==> src/design/aptr_pkg.sv <==
package aptr_pkg;

  // Instruction decode constants
  localparam logic [31:0] ADRP_MASK  = 32'h9F00_0000;
  localparam logic [31:0] ADRP_OP    = 32'h9000_0000;
  localparam logic [31:0] KEEP_MASK  = 32'h9F00_001F;

  localparam int IMM_W      = 21;
  localparam int PAGE_SHIFT = 12;
  localparam int REG_W      = 48;
  localparam int CFG_IDX_W  = 3;

  typedef enum logic [CFG_IDX_W-1:0] {
    REG_CODE_BASE     = 3'd0,
    REG_PHANTOM_START = 3'd1,
    REG_PHANTOM_END   = 3'd2,
    REG_DATA_BASE     = 3'd3
  } cfg_reg_t;

  typedef struct packed {
    logic patched;
    logic skipped;
  } aptr_flags_t;

endpackage

==> src/design/adrp_page_target_rewriter.sv <==
// Channel | Handshake             | Payload
// --------+-----------------------+-------------------------------------------
// in      | in_valid / in_stall   | instr_word, word_offset
// out     | out_valid / out_stall | out_word, was_patched, was_skipped
// cfg     | cfg_valid / cfg_ready | cfg_index, cfg_data (cfg_ready tied high)
//
// Throughput: one item per cycle while out is not stalled; five register stages,
// the last being the output register that drives out_valid.
// Pipeline: decode + pc add, target add, window compare, distance add, encode.
// A stall on out freezes every stage at once; in_stall follows it the same cycle.
// Bubbles are carried by per-stage valid bits and never emitted.
// Reset (rst, synchronous) clears valids and the four address registers.
module adrp_page_target_rewriter import aptr_pkg::*; #(
  parameter int OFFSET_BITS = 28,
  parameter int ADDR_BITS   = 48
) (
  input  logic                   clk,
  input  logic                   rst,
  // item input
  input  logic                   in_valid,
  output logic                   in_stall,
  input  logic [31:0]            instr_word,
  input  logic [OFFSET_BITS-1:0] word_offset,
  // item output
  output logic                   out_valid,
  input  logic                   out_stall,
  output logic [31:0]            out_word,
  output logic                   was_patched,
  output logic                   was_skipped,
  // register writes
  input  logic                   cfg_valid,
  output logic                   cfg_ready,
  input  logic [CFG_IDX_W-1:0]   cfg_index,
  input  logic [REG_W-1:0]       cfg_data
);

  // pc width covers code_base plus the scaled offset with one carry bit
  localparam int PCW = ((OFFSET_BITS + 2) > REG_W ? (OFFSET_BITS + 2) : REG_W) + 1;
  localparam int TW  = PCW + 1;  // target width
  localparam int ST  = TW + 1;   // signed target sum
  localparam int DW  = PCW + 1;  // data_base - page, signed
  localparam int XW  = TW + 2;   // byte distance, signed

  // ---------------------------------------------------------------------------
  // Configuration registers
  // ---------------------------------------------------------------------------
  logic [REG_W-1:0] code_base;
  logic [REG_W-1:0] phantom_start;
  logic [REG_W-1:0] phantom_end;
  logic [REG_W-1:0] data_base;

  assign cfg_ready = 1'b1;

  always_ff @(posedge clk) begin
    if (rst) begin
      code_base     <= '0;
      phantom_start <= '0;
      phantom_end   <= '0;
      data_base     <= '0;
    end else if (cfg_valid && cfg_ready) begin
      unique case (cfg_index)
        REG_CODE_BASE:     code_base     <= cfg_data;
        REG_PHANTOM_START: phantom_start <= cfg_data;
        REG_PHANTOM_END:   phantom_end   <= cfg_data;
        REG_DATA_BASE:     data_base     <= cfg_data;
        default: ;  // drop writes beyond the register list
      endcase
    end
  end

  // ---------------------------------------------------------------------------
  // Global advance: every stage holds while the output item is stalled
  // ---------------------------------------------------------------------------
  logic adv;
  assign adv      = ~(out_valid & out_stall);
  assign in_stall = ~adv;

  // Stage 1: decode ADRP, form the word's own pc
  logic                    v1;
  logic [31:0]             word1;
  logic                    adrp1;
  logic signed [IMM_W-1:0] imm1;
  logic [PCW-1:0]          pc1;

  always_ff @(posedge clk) begin
    if (rst) begin
      v1 <= 1'b0;
    end else if (adv) begin
      v1 <= in_valid;
    end
  end

  always_ff @(posedge clk) begin
    if (adv) begin
      word1 <= instr_word;
      adrp1 <= (instr_word & ADRP_MASK) == ADRP_OP;
      imm1  <= {instr_word[23:5], instr_word[30:29]};
      pc1   <= PCW'(code_base) + PCW'({word_offset, 2'b00});
    end
  end

  // Stage 2: target page, range checks, data_base relative to own page
  logic [PCW-1:0]       page1;
  logic signed [ST-1:0] tsum1;
  logic                 over1;

  logic                 v2;
  logic [31:0]          word2;
  logic                 hit2;
  logic [TW-1:0]        tgt2;
  logic signed [DW-1:0] brel2;

  always_comb begin
    page1 = {pc1[PCW-1:PAGE_SHIFT], {PAGE_SHIFT{1'b0}}};
    tsum1 = $signed({2'b00, page1}) + (ST'(imm1) <<< PAGE_SHIFT);
    // upward targets beyond the address space never match
    over1 = ~imm1[IMM_W-1] & (|(tsum1[TW-1:0] >> ADDR_BITS));
  end

  always_ff @(posedge clk) begin
    if (rst) begin
      v2 <= 1'b0;
    end else if (adv) begin
      v2 <= v1;
    end
  end

  always_ff @(posedge clk) begin
    if (adv) begin
      word2 <= word1;
      hit2  <= adrp1 & ~tsum1[ST-1] & ~over1;
      tgt2  <= tsum1[TW-1:0];
      brel2 <= $signed(DW'(data_base)) - $signed({1'b0, page1});
    end
  end

  // Stage 3: window compare, offset into the window
  logic                 v3;
  logic [31:0]          word3;
  logic                 match3;
  logic [TW-1:0]        woff3;
  logic signed [DW-1:0] brel3;

  always_ff @(posedge clk) begin
    if (rst) begin
      v3 <= 1'b0;
    end else if (adv) begin
      v3 <= v2;
    end
  end

  always_ff @(posedge clk) begin
    if (adv) begin
      word3  <= word2;
      match3 <= hit2 & (tgt2 >= TW'(phantom_start)) & (tgt2 < TW'(phantom_end));
      woff3  <= tgt2 - TW'(phantom_start);
      brel3  <= brel2;
    end
  end

  // Stage 4: byte distance from own page to the new target
  logic                 v4;
  logic [31:0]          word4;
  logic                 match4;
  logic signed [XW-1:0] dist4;

  always_ff @(posedge clk) begin
    if (rst) begin
      v4 <= 1'b0;
    end else if (adv) begin
      v4 <= v3;
    end
  end

  always_ff @(posedge clk) begin
    if (adv) begin
      word4  <= word3;
      match4 <= match3;
      dist4  <= $signed({2'b00, woff3}) + XW'(brel3);
    end
  end

  // Stage 5: page quotient, reach check, re-encode into the output register
  logic [31:0] enc_word;
  aptr_flags_t enc_flags;

  aptr_encode #(
    .DW (XW)
  ) u_encode (
    .byte_dist (dist4),
    .word      (word4),
    .match     (match4),
    .word_out  (enc_word),
    .flags     (enc_flags)
  );

  always_ff @(posedge clk) begin
    if (rst) begin
      out_valid <= 1'b0;
    end else if (adv) begin
      out_valid <= v4;
    end
  end

  always_ff @(posedge clk) begin
    if (adv) begin
      out_word    <= enc_word;
      was_patched <= enc_flags.patched;
      was_skipped <= enc_flags.skipped;
    end
  end

endmodule

==> src/design/aptr_encode.sv <==
module aptr_encode import aptr_pkg::*; #(
  parameter int DW = 53
) (
  input  logic signed [DW-1:0] byte_dist,
  input  logic [31:0]          word,
  input  logic                 match,
  output logic [31:0]          word_out,
  output aptr_flags_t          flags
);

  localparam int QW = DW - PAGE_SHIFT;

  logic              adj;
  logic signed [QW-1:0] q;
  logic              fits;
  logic [31:0]       enc;

  always_comb begin
    // Round the page distance toward zero: bump the floor when negative and inexact
    adj  = byte_dist[DW-1] & (|byte_dist[PAGE_SHIFT-1:0]);
    q    = byte_dist[DW-1:PAGE_SHIFT] + {{(QW-1){1'b0}}, adj};
    fits = (&q[QW-1:IMM_W-1]) | ~(|q[QW-1:IMM_W-1]);

    enc        = word & KEEP_MASK;
    enc[30:29] = q[1:0];
    enc[23:5]  = q[IMM_W-1:2];

    flags.patched = match & fits;
    flags.skipped = match & ~fits;
    word_out      = (match & fits) ? enc : word;
  end

endmodule

==> config.mk <==
export PLATFORM = sky130hd
export DESIGN_NAME = adrp_page_target_rewriter
export DESIGN_NICKNAME = d
export VERILOG_FILES = /design/src/design/aptr_pkg.sv /design/src/design/adrp_page_target_rewriter.sv /design/src/design/aptr_encode.sv
export SDC_FILE = /design/constraint.sdc
export NUM_CORES = 1
export LEC_CHECK = 0
export ABC_AREA = 1
export ABC_CLOCK_PERIOD_IN_PS = 24800
export BUFFER_PORTS_ARGS = -buffer_cell sky130_fd_sc_hd__buf_2
export CAP_MARGIN = 20
export CORE_AREA = 2 2 400 204
export CTS_CLUSTER_DIAMETER = 120
export CTS_CLUSTER_SIZE = 30
export DETAILED_ROUTE_END_ITERATION = 10
export DIE_AREA = 0 0 402 206
export PLACE_DENSITY = 0.65
export SLEW_MARGIN = 10
export SYNTH_ARGS = -nofsm -noshare
export SYNTH_HDL_FRONTEND = slang
export SYNTH_SLANG_ARGS = --single-unit
==> constraint.sdc <==
create_clock -name clk -period 24.8 [get_ports clk]
set_clock_uncertainty 0.15 [all_clocks]
set_input_delay 4.96 -clock clk [delete_from_list [all_inputs] [get_ports clk]]
set_output_delay 4.96 -clock clk [all_outputs]
set_load 0.1 [all_outputs]
==> results of run 1 <==
## synth_stat cells (3+ instances only)
cell type                   number  share of area (%)
sky130_fd_sc_hd__a21boi_0       15               0.32
sky130_fd_sc_hd__inv_2           4              0.042
sky130_fd_sc_hd__a21oi_1       350                4.9
sky130_fd_sc_hd__nand4_1        69                1.2
sky130_fd_sc_hd__a211oi_1      107                2.3
sky130_fd_sc_hd__nand2_1       882                9.4
sky130_fd_sc_hd__and3_1          4              0.071
sky130_fd_sc_hd__o211ai_1        9               0.19
sky130_fd_sc_hd__o31ai_1         3              0.064
sky130_fd_sc_hd__nor4_1         25               0.44
sky130_fd_sc_hd__ha_1          227                8.0
sky130_fd_sc_hd__nor2_2          5              0.088
sky130_fd_sc_hd__fa_1            3               0.17
sky130_fd_sc_hd__o2111ai_1       6               0.15
sky130_fd_sc_hd__edfxtp_1      443                 38
sky130_fd_sc_hd__buf_4           3              0.064
sky130_fd_sc_hd__o211a_1         3              0.085
sky130_fd_sc_hd__xnor2_1        63                1.6
sky130_fd_sc_hd__o21bai_1       27               0.57
sky130_fd_sc_hd__o21a_1         14               0.30
sky130_fd_sc_hd__nor3_1         56               0.79
sky130_fd_sc_hd__nor2_4          4               0.13
sky130_fd_sc_hd__nand3b_1       18               0.38
sky130_fd_sc_hd__dfxtp_1       195                 11
sky130_fd_sc_hd__nor2_1        485                5.1
sky130_fd_sc_hd__nand3_1       139                2.0
sky130_fd_sc_hd__clkbuf_1       70               0.74
sky130_fd_sc_hd__a31oi_1        42               0.74
sky130_fd_sc_hd__xor2_1        146                3.6
sky130_fd_sc_hd__nand2_2         5              0.088
sky130_fd_sc_hd__a21o_1         28               0.59
sky130_fd_sc_hd__o21ai_0       155                2.2
sky130_fd_sc_hd__inv_1         438                4.6
## kinds of logic after synthesis
| logic type | share of synthesized area [%] |
|---|---|
| AO/OA/AOI/OAI | 12.6 |
| AND/OR/NAND/NOR | 19.8 |
| XOR/XNOR | 5.17 |
| buffers and inverters | 5.58 |
| other | 0.0106 |
| flip-flops | 48.6 |
| adder cells (fa/ha/maj) | 8.19 |
## flip-flops by register name (all words and copies together), names as in the netlist, 37 cells and up
register,flops
brel2,50
brel3,50
code_base,46
data_base,48
dist4,52
pc1,37
phantom_end,48
phantom_start,48
tgt2,38
woff3,50
## power groups by stage
stage / clock, mW / sequential, mW / combinational [mW]
after CTS: 0.558 / 1.45 / 1.18
after floorplan: 0 / 1.46 / 0.771
after global placement: 0 / 1.47 / 1.17
after detailed placement: 0 / 1.47 / 1.17
after global routing: 0.589 / 1.46 / 1.35
final: 0.545 / 1.45 / 1.25
## worst paths after layout
path                        to  cells after the start
setup reg to reg  out_word[12]                     19
setup / recovery      in_stall                      4
hold / removal       brel3[34]                      0
hold reg to reg      brel3[34]                      0
## final cells by class
type / count / area [sq um]
fillers: 7904 / 41900
flip-flops and latches: 638 / 17200
multi-input cells: 2905 / 16200
inverters: 444 / 1670
well taps: 1064 / 1330
repair buffers: 174 / 935
clock buffers: 43 / 693
clock inverters: 1 / 30.0
## metal layers
| layer | part of all wire [%] | vias to the layer above |
|---|---|---|
| li1 | - | 14100 |
| met1 | 51 | 13800 |
| met2 | 33 | 1549 |
| met3 | 15 | 63 |
| met4 | 1.1 | 6 |
| met5 | 0.29 | - |
## metrics by stage
step                hold WS [ps]  utilization (%)  instance area [sq um]  total power, mW
finish                       261             47.6                  38100             3.24
global route                 279             47.6                  38100             3.40
detailed placement           255             46.7                  37400             2.65
CTS                          269             47.6                  38100             3.19
global placement             250             46.7                  37400             2.64
floorplan                    250                -                  35400             2.23
==> flow_results.xml, run 1 <==
<?xml version="1.0" encoding="UTF-8"?>
<metrics>
  <group name="synth">
    <metric name="ys_async_sr_fraction" unit="%">0</metric>
    <metric name="synth_seq_cells" unit="">638</metric>
    <metric name="synth_cells" unit="">4062</metric>
    <metric name="avgSynthCellArea" unit="sq um">8.72</metric>
    <metric name="synthesis.area" unit="sq um">35400</metric>
    <metric name="sequential_area_share_after_synthesis" unit="%">48.6</metric>
    <metric name="synth-edff-count" unit="">443</metric>
    <metric name="synth_top_flop_cell" unit="">sky130_fd_sc_hd__edfxtp_1</metric>
    <metric name="ys_types" unit="">48</metric>
    <metric name="synthesis.nets" unit="">4408</metric>
    <metric name="yosys_warnings" unit="">0</metric>
  </group>
  <group name="sta">
    <metric name="timing.final.ws_setup" unit="ps">13430</metric>
    <metric name="final-hold-violation-count" unit="">0</metric>
    <metric name="final_period_minus_worst_setup_slack" unit="ps">11370</metric>
    <metric name="max_clock_freq" unit="MHz">87.9</metric>
    <metric name="slew_headroom" unit="%">22.4</metric>
    <metric name="number_of_setup_violations_in_the_final_report" unit="">0</metric>
    <metric name="timing_worst_slew_pin_value" unit="ps">1150</metric>
    <metric name="grt_setup_unrepaired" unit="">false</metric>
    <metric name="timing.setup.tns" unit="ps">0</metric>
    <metric name="maxSlewViolCount" unit="">0</metric>
    <metric name="timing.final.crit_share" unit="%">45.9</metric>
  </group>
  <group name="global_routing">
    <metric name="grtUsageTotal" unit="%">28.0</metric>
    <metric name="gr-max-usage-layer" unit="">met1</metric>
    <metric name="grt_max_degree" unit="">117</metric>
    <metric name="number_of_global_route_vias_before_repair" unit="">25700</metric>
    <metric name="gr_ovfl_total" unit="">0</metric>
    <metric name="grt_antenna_before_repair" unit="">0</metric>
    <metric name="use_met3" unit="%">12.2</metric>
    <metric name="grtUsageMet1" unit="%">46.5</metric>
    <metric name="gr_layer_usage_met2" unit="%">31.9</metric>
    <metric name="grt_pass1_wl" unit="mm">171</metric>
  </group>
  <group name="floorplanning">
    <metric name="initial_utilization" unit="%">44.3</metric>
    <metric name="die_h" unit="um">206</metric>
    <metric name="fp.dieW" unit="um">402</metric>
    <metric name="placement_rows" unit="">74</metric>
    <metric name="ios" unit="">153</metric>
    <metric name="floorplan.die_area" unit="sq um">82800</metric>
    <metric name="core-area" unit="sq um">80000</metric>
  </group>
  <group name="power_and_ir_drop">
    <metric name="cell_internal_pwr" unit="mW">1.91</metric>
    <metric name="vdd_drop_max" unit="mV">0.0474</metric>
    <metric name="total_switching_power" unit="mW">1.32</metric>
    <metric name="power.share.sequential" unit="%">44.7</metric>
    <metric name="leakage" unit="nW">15.7</metric>
    <metric name="comb_power_share" unit="%">38.4</metric>
    <metric name="power_switching_share" unit="%">40.9</metric>
    <metric name="clock_power_share" unit="%">16.8</metric>
    <metric name="power-per-cell-area" unit="nW/um^2">85.0</metric>
  </group>
  <group name="layout">
    <metric name="nNetsFinal" unit="">4534</metric>
    <metric name="leading_cell_type_in_the_layout_fill_and_taps_excluded" unit="">sky130_fd_sc_hd__nand2_1</metric>
    <metric name="antenna_cells_inserted" unit="">0</metric>
    <metric name="flow.area_growth_from_synthesis" unit="%">7.65</metric>
    <metric name="stdcell_count" unit="">5269</metric>
    <metric name="layout.cells.most_common_list" unit="">881 x sky130_fd_sc_hd__nand2_1, 484 x sky130_fd_sc_hd__nor2_1, 443 x sky130_fd_sc_hd__edfxtp_1</metric>
    <metric name="layout-drive-gt1-share" unit="%">5.45</metric>
  </group>
  <group name="worst_setup_path">
    <metric name="worst_path_max_delay_cell" unit="">sky130_fd_sc_hd__buf_2</metric>
    <metric name="cp-startpoint" unit="">out_stall</metric>
    <metric name="timing.setup.critical_path_class" unit="">input port to primary output</metric>
    <metric name="rr_startpoint" unit="">dist4[51]</metric>
    <metric name="worst_ep_arrival_time" unit="ps">6260</metric>
    <metric name="timing.critical_path.cells" unit="">buf_2 -&gt; nand2_4 -&gt; inv_1 -&gt; buf_2</metric>
    <metric name="critical_path.endpoint_type" unit="">primary output</metric>
    <metric name="critical_path.max_fanout" unit="">54</metric>
    <metric name="timing.critical_path.max_delay_family" unit="">buffers and inverters</metric>
    <metric name="required" unit="ps">19690</metric>
    <metric name="type_of_origin_of_the_critical_path" unit="">input port</metric>
    <metric name="critical-path-top-cell-by-count" unit="">sky130_fd_sc_hd__buf_2</metric>
    <metric name="ff2ff_setup_slack" unit="ps">20130</metric>
    <metric name="max_stage_delay" unit="ps">470</metric>
    <metric name="path_buf_inv" unit="">3</metric>
  </group>
  <group name="job">
    <metric name="cap_viol_max_count" unit="">0</metric>
  </group>
  <group name="cts">
    <metric name="clock-sinks" unit="">638</metric>
    <metric name="clk_pin_slew" unit="ps">130</metric>
    <metric name="post_cts.repair.setup_buffers" unit="">0</metric>
    <metric name="post_cts_hold_buffer_count" unit="">0</metric>
    <metric name="worst_skew_pair.late_latency" unit="ps">650</metric>
    <metric name="cts.htree.levels" unit="">1</metric>
    <metric name="root_buffer" unit="">sky130_fd_sc_hd__clkbuf_16</metric>
    <metric name="cts_made_buffers" unit="">25</metric>
    <metric name="cts_tree" unit="">yes</metric>
    <metric name="cts.repair.resized" unit="">0</metric>
    <metric name="cts_buffer_depth" unit="">3</metric>
  </group>
  <group name="route">
    <metric name="remaining_drc_errors" unit="">0</metric>
    <metric name="number_of_vias_in_the_routed_layout" unit="">29500</metric>
    <metric name="routed_wire_length_per_instance" unit="um">22.6</metric>
    <metric name="detailedRoute.firstPassIterationCount" unit="">6</metric>
    <metric name="post_drt_via_cell_ratio" unit="">5.60</metric>
    <metric name="wl" unit="mm">119</metric>
    <metric name="ant_nets" unit="">0</metric>
    <metric name="drtIter0Drc" unit="">4102</metric>
  </group>
  <group name="place">
    <metric name="place.port_buffers" unit="">151</metric>
    <metric name="placed_cells_incl_taps" unit="">5223</metric>
    <metric name="detailedPlacementHpwl" unit="mm">96.0</metric>
    <metric name="place_ws" unit="ps">13380</metric>
    <metric name="gpl.final_weighted_congestion" unit="">1.05</metric>
  </group>
  <group name="outcome">
    <metric name="outcome" unit="">finished clean</metric>
  </group>
  <group name="worst_hold_path">
    <metric name="hold_path_startpoint" unit="">brel2[34]</metric>
    <metric name="hp-class" unit="">flip-flop to flip-flop</metric>
  </group>
</metrics>
(Power assumes the default switching activity.)
==> run 2, diff against run 1 <==
--- a/config.mk
+++ b/config.mk
@@ -6,7 +6,7 @@
 export NUM_CORES = 1
 export LEC_CHECK = 0
 export ABC_AREA = 1
-export ABC_CLOCK_PERIOD_IN_PS = 24800
+export ABC_CLOCK_PERIOD_IN_PS = 10100
 export BUFFER_PORTS_ARGS = -buffer_cell sky130_fd_sc_hd__buf_2
 export CAP_MARGIN = 20
 export CORE_AREA = 2 2 400 204
@@ -14,7 +14,7 @@
 export CTS_CLUSTER_SIZE = 30
 export DETAILED_ROUTE_END_ITERATION = 10
 export DIE_AREA = 0 0 402 206
-export PLACE_DENSITY = 0.65
+export PLACE_DENSITY = 0.67
 export SLEW_MARGIN = 10
 export SYNTH_ARGS = -nofsm -noshare
 export SYNTH_HDL_FRONTEND = slang
==> constraint.sdc (replaced) <==
create_clock -name clk -period 10.1 [get_ports clk]
set_clock_uncertainty 0.15 [all_clocks]
set_input_delay 2.02 -clock clk [delete_from_list [all_inputs] [get_ports clk]]
set_output_delay 2.02 -clock clk [all_outputs]
set_load 0.1 [all_outputs]
==> run 2 against run 1 <==
Net effect:
- global-route usage rose by 0.58 points
- flip-flop and latch count did not move
- worst setup slack got worse by 8900 ps
- critical path depth did not move
- non-clock buffer count rose by 1
- register-to-register slack got worse by 14000 ps
- combinational power rose by 150%
==> flow_results.xml, run 2 (synthesized netlist as in run 1, its figures left out) <==
<?xml version="1.0" encoding="UTF-8"?>
<metrics>
  <group name="outcome">
    <metric name="outcome" unit="">finished clean</metric>
  </group>
  <group name="worst_hold_path">
    <metric name="hp-class" unit="">flip-flop to flip-flop</metric>
    <metric name="worst_hold_path.num_cells" unit="">0</metric>
    <metric name="hold_path_startpoint" unit="">brel2[1]</metric>
    <metric name="worst_hold_path.endpoint" unit="">brel3[1]</metric>
  </group>
  <group name="power_and_ir_drop">
    <metric name="comb_power_share" unit="%">38.9</metric>
    <metric name="power_switching_share" unit="%">41.3</metric>
    <metric name="clock_power_share" unit="%">16.6</metric>
    <metric name="power-per-cell-area" unit="nW/um^2">210</metric>
    <metric name="leakage" unit="nW">15.7</metric>
    <metric name="total_switching_power" unit="mW">3.31</metric>
    <metric name="vdd_drop_max" unit="mV">0.116</metric>
    <metric name="cell_internal_pwr" unit="mW">4.71</metric>
    <metric name="power.share.sequential" unit="%">44.5</metric>
  </group>
  <group name="sta">
    <metric name="timing.final.ws_setup" unit="ps">4540</metric>
    <metric name="timing.final.crit_share" unit="%">55.1</metric>
    <metric name="timing.setup.tns" unit="ps">0</metric>
    <metric name="final-hold-violation-count" unit="">0</metric>
    <metric name="maxSlewViolCount" unit="">0</metric>
    <metric name="final_period_minus_worst_setup_slack" unit="ps">5560</metric>
    <metric name="slew_headroom" unit="%">17.0</metric>
    <metric name="timing_worst_slew_pin_value" unit="ps">1230</metric>
    <metric name="max_clock_freq" unit="MHz">180</metric>
    <metric name="number_of_setup_violations_in_the_final_report" unit="">0</metric>
    <metric name="grt_setup_unrepaired" unit="">false</metric>
  </group>
  <group name="route">
    <metric name="number_of_vias_in_the_routed_layout" unit="">29500</metric>
    <metric name="ant_nets" unit="">0</metric>
    <metric name="drtIter0Drc" unit="">4171</metric>
    <metric name="wl" unit="mm">122</metric>
    <metric name="detailedRoute.firstPassIterationCount" unit="">6</metric>
    <metric name="post_drt_via_cell_ratio" unit="">5.59</metric>
    <metric name="remaining_drc_errors" unit="">0</metric>
    <metric name="routed_wire_length_per_instance" unit="um">23.1</metric>
  </group>
  <group name="global_routing">
    <metric name="gr_ovfl_total" unit="">0</metric>
    <metric name="grt_max_degree" unit="">110</metric>
    <metric name="grt_antenna_before_repair" unit="">0</metric>
    <metric name="grtUsageTotal" unit="%">28.6</metric>
    <metric name="grt_pass1_wl" unit="mm">174</metric>
    <metric name="number_of_global_route_vias_before_repair" unit="">25900</metric>
  </group>
  <group name="worst_setup_path">
    <metric name="rr_startpoint" unit="">dist4[51]</metric>
    <metric name="critical_path.max_fanout" unit="">109</metric>
    <metric name="reg_to_reg_end" unit="">out_word[12]</metric>
    <metric name="required" unit="ps">7930</metric>
    <metric name="r2r.worst_path.cells" unit="">19</metric>
    <metric name="critical_path.endpoint_type" unit="">primary output</metric>
    <metric name="timing.setup.critical_path_class" unit="">input port to primary output</metric>
    <metric name="worst_ep_arrival_time" unit="ps">3390</metric>
    <metric name="type_of_origin_of_the_critical_path" unit="">input port</metric>
    <metric name="ff2ff_setup_slack" unit="ps">5650</metric>
  </group>
  <group name="cts">
    <metric name="post_cts_hold_buffer_count" unit="">0</metric>
    <metric name="worst_skew_pair.late_latency" unit="ps">650</metric>
    <metric name="cts_made_buffers" unit="">25</metric>
    <metric name="post_cts.repair.setup_buffers" unit="">0</metric>
    <metric name="clk_pin_slew" unit="ps">120</metric>
    <metric name="root_buffer" unit="">sky130_fd_sc_hd__clkbuf_16</metric>
    <metric name="cts_tree" unit="">yes</metric>
    <metric name="cts.htree.levels" unit="">1</metric>
    <metric name="cts_buffer_depth" unit="">3</metric>
    <metric name="clock-sinks" unit="">638</metric>
    <metric name="cts.repair.resized" unit="">0</metric>
  </group>
  <group name="place">
    <metric name="gpl.final_weighted_congestion" unit="">1.04</metric>
    <metric name="place.port_buffers" unit="">151</metric>
    <metric name="place_ws" unit="ps">4430</metric>
    <metric name="detailedPlacementHpwl" unit="mm">98.6</metric>
  </group>
  <group name="layout">
    <metric name="layout.cells.most_common_list" unit="">881 x sky130_fd_sc_hd__nand2_1, 484 x sky130_fd_sc_hd__nor2_1, 443 x sky130_fd_sc_hd__edfxtp_1</metric>
    <metric name="registers.top_by_ff_count" unit="">dist4</metric>
    <metric name="flow.area_growth_from_synthesis" unit="%">7.69</metric>
    <metric name="largest_register_ffs" unit="">52</metric>
    <metric name="layout-drive-gt1-share" unit="%">5.44</metric>
    <metric name="nNetsFinal" unit="">4535</metric>
    <metric name="leading_cell_type_in_the_layout_fill_and_taps_excluded" unit="">sky130_fd_sc_hd__nand2_1</metric>
  </group>
  <group name="floorplanning">
    <metric name="placement_rows" unit="">74</metric>
    <metric name="floorplan.die_area" unit="sq um">82800</metric>
    <metric name="ios" unit="">153</metric>
    <metric name="fp.dieW" unit="um">402</metric>
    <metric name="core-area" unit="sq um">80000</metric>
    <metric name="initial_utilization" unit="%">44.3</metric>
    <metric name="die_h" unit="um">206</metric>
  </group>
  <group name="job">
    <metric name="cap_viol_max_count" unit="">0</metric>
  </group>
</metrics>
-- run 2: cell count changes in the layout (fill, tap and decap cells not counted), sizes merged --
cell,before,now
buf,172,174
diode,0,1
-- run 2: per-stage QoR --
stage / utilization, % / power [mW] / hold WS, ps / area (sq um) / instances
finish: 47.7 / 8.02 / 269 / 38100 / 5272
floorplan: - / 5.46 / 250 / 35400 / 4062
CTS: 47.6 / 7.89 / 272 / 38100 / 5270
detailed placement: 46.7 / 6.56 / 255 / 37400 / 5225
global route: 47.7 / 8.40 / 284 / 38100 / 5271
global placement: 46.7 / 6.55 / 250 / 37400 / 5225
-- run 2: worst max path at each step --
stage	slack, ps	endpoint	start
2_1_floorplan	1170	in_stall	out_stall
3_3_place_gp	4490	in_stall	out_stall
3_5_place_dp	4430	in_stall	out_stall
4_1_cts	4440	in_stall	out_stall
5_1_grt	4360	in_stall	out_stall
6_report	4540	in_stall	out_stall
-- run 2: cell type report --
type,instances,area (sq um)
inverter,444,1670
multi-input combinational,2905,16300
fill,7842,41900
tap,1064,1330
clock buffer,44,697
sequential,638,17200
timing repair buffer,175,940
antenna,1,2.50
clock inverter,1,30.0
-- run 2: worst max-delay path: stages --
cell and delay (ps):
sky130_fd_sc_hd__buf_2 130, sky130_fd_sc_hd__nand2_8 400, sky130_fd_sc_hd__inv_1 360, sky130_fd_sc_hd__buf_2 480
-- run 2: power groups by stage --
stage	sequential (mW)	combinational (mW)	clock [mW]
floorplan	3.57	1.89	0
global placement	3.62	2.93	0
detailed placement	3.63	2.93	0
CTS	3.57	2.95	1.37
global route	3.61	3.35	1.45
finish	3.57	3.12	1.33
-- run 2: per-layer routing --
metal,wire (um),vias up,track usage (%)
met5,345,-,3.39
li1,-,14100,-
met3,17900,59,11.7
met4,1400,6,2.98
met2,39600,1483,32.3
met1,62500,13800,48.1
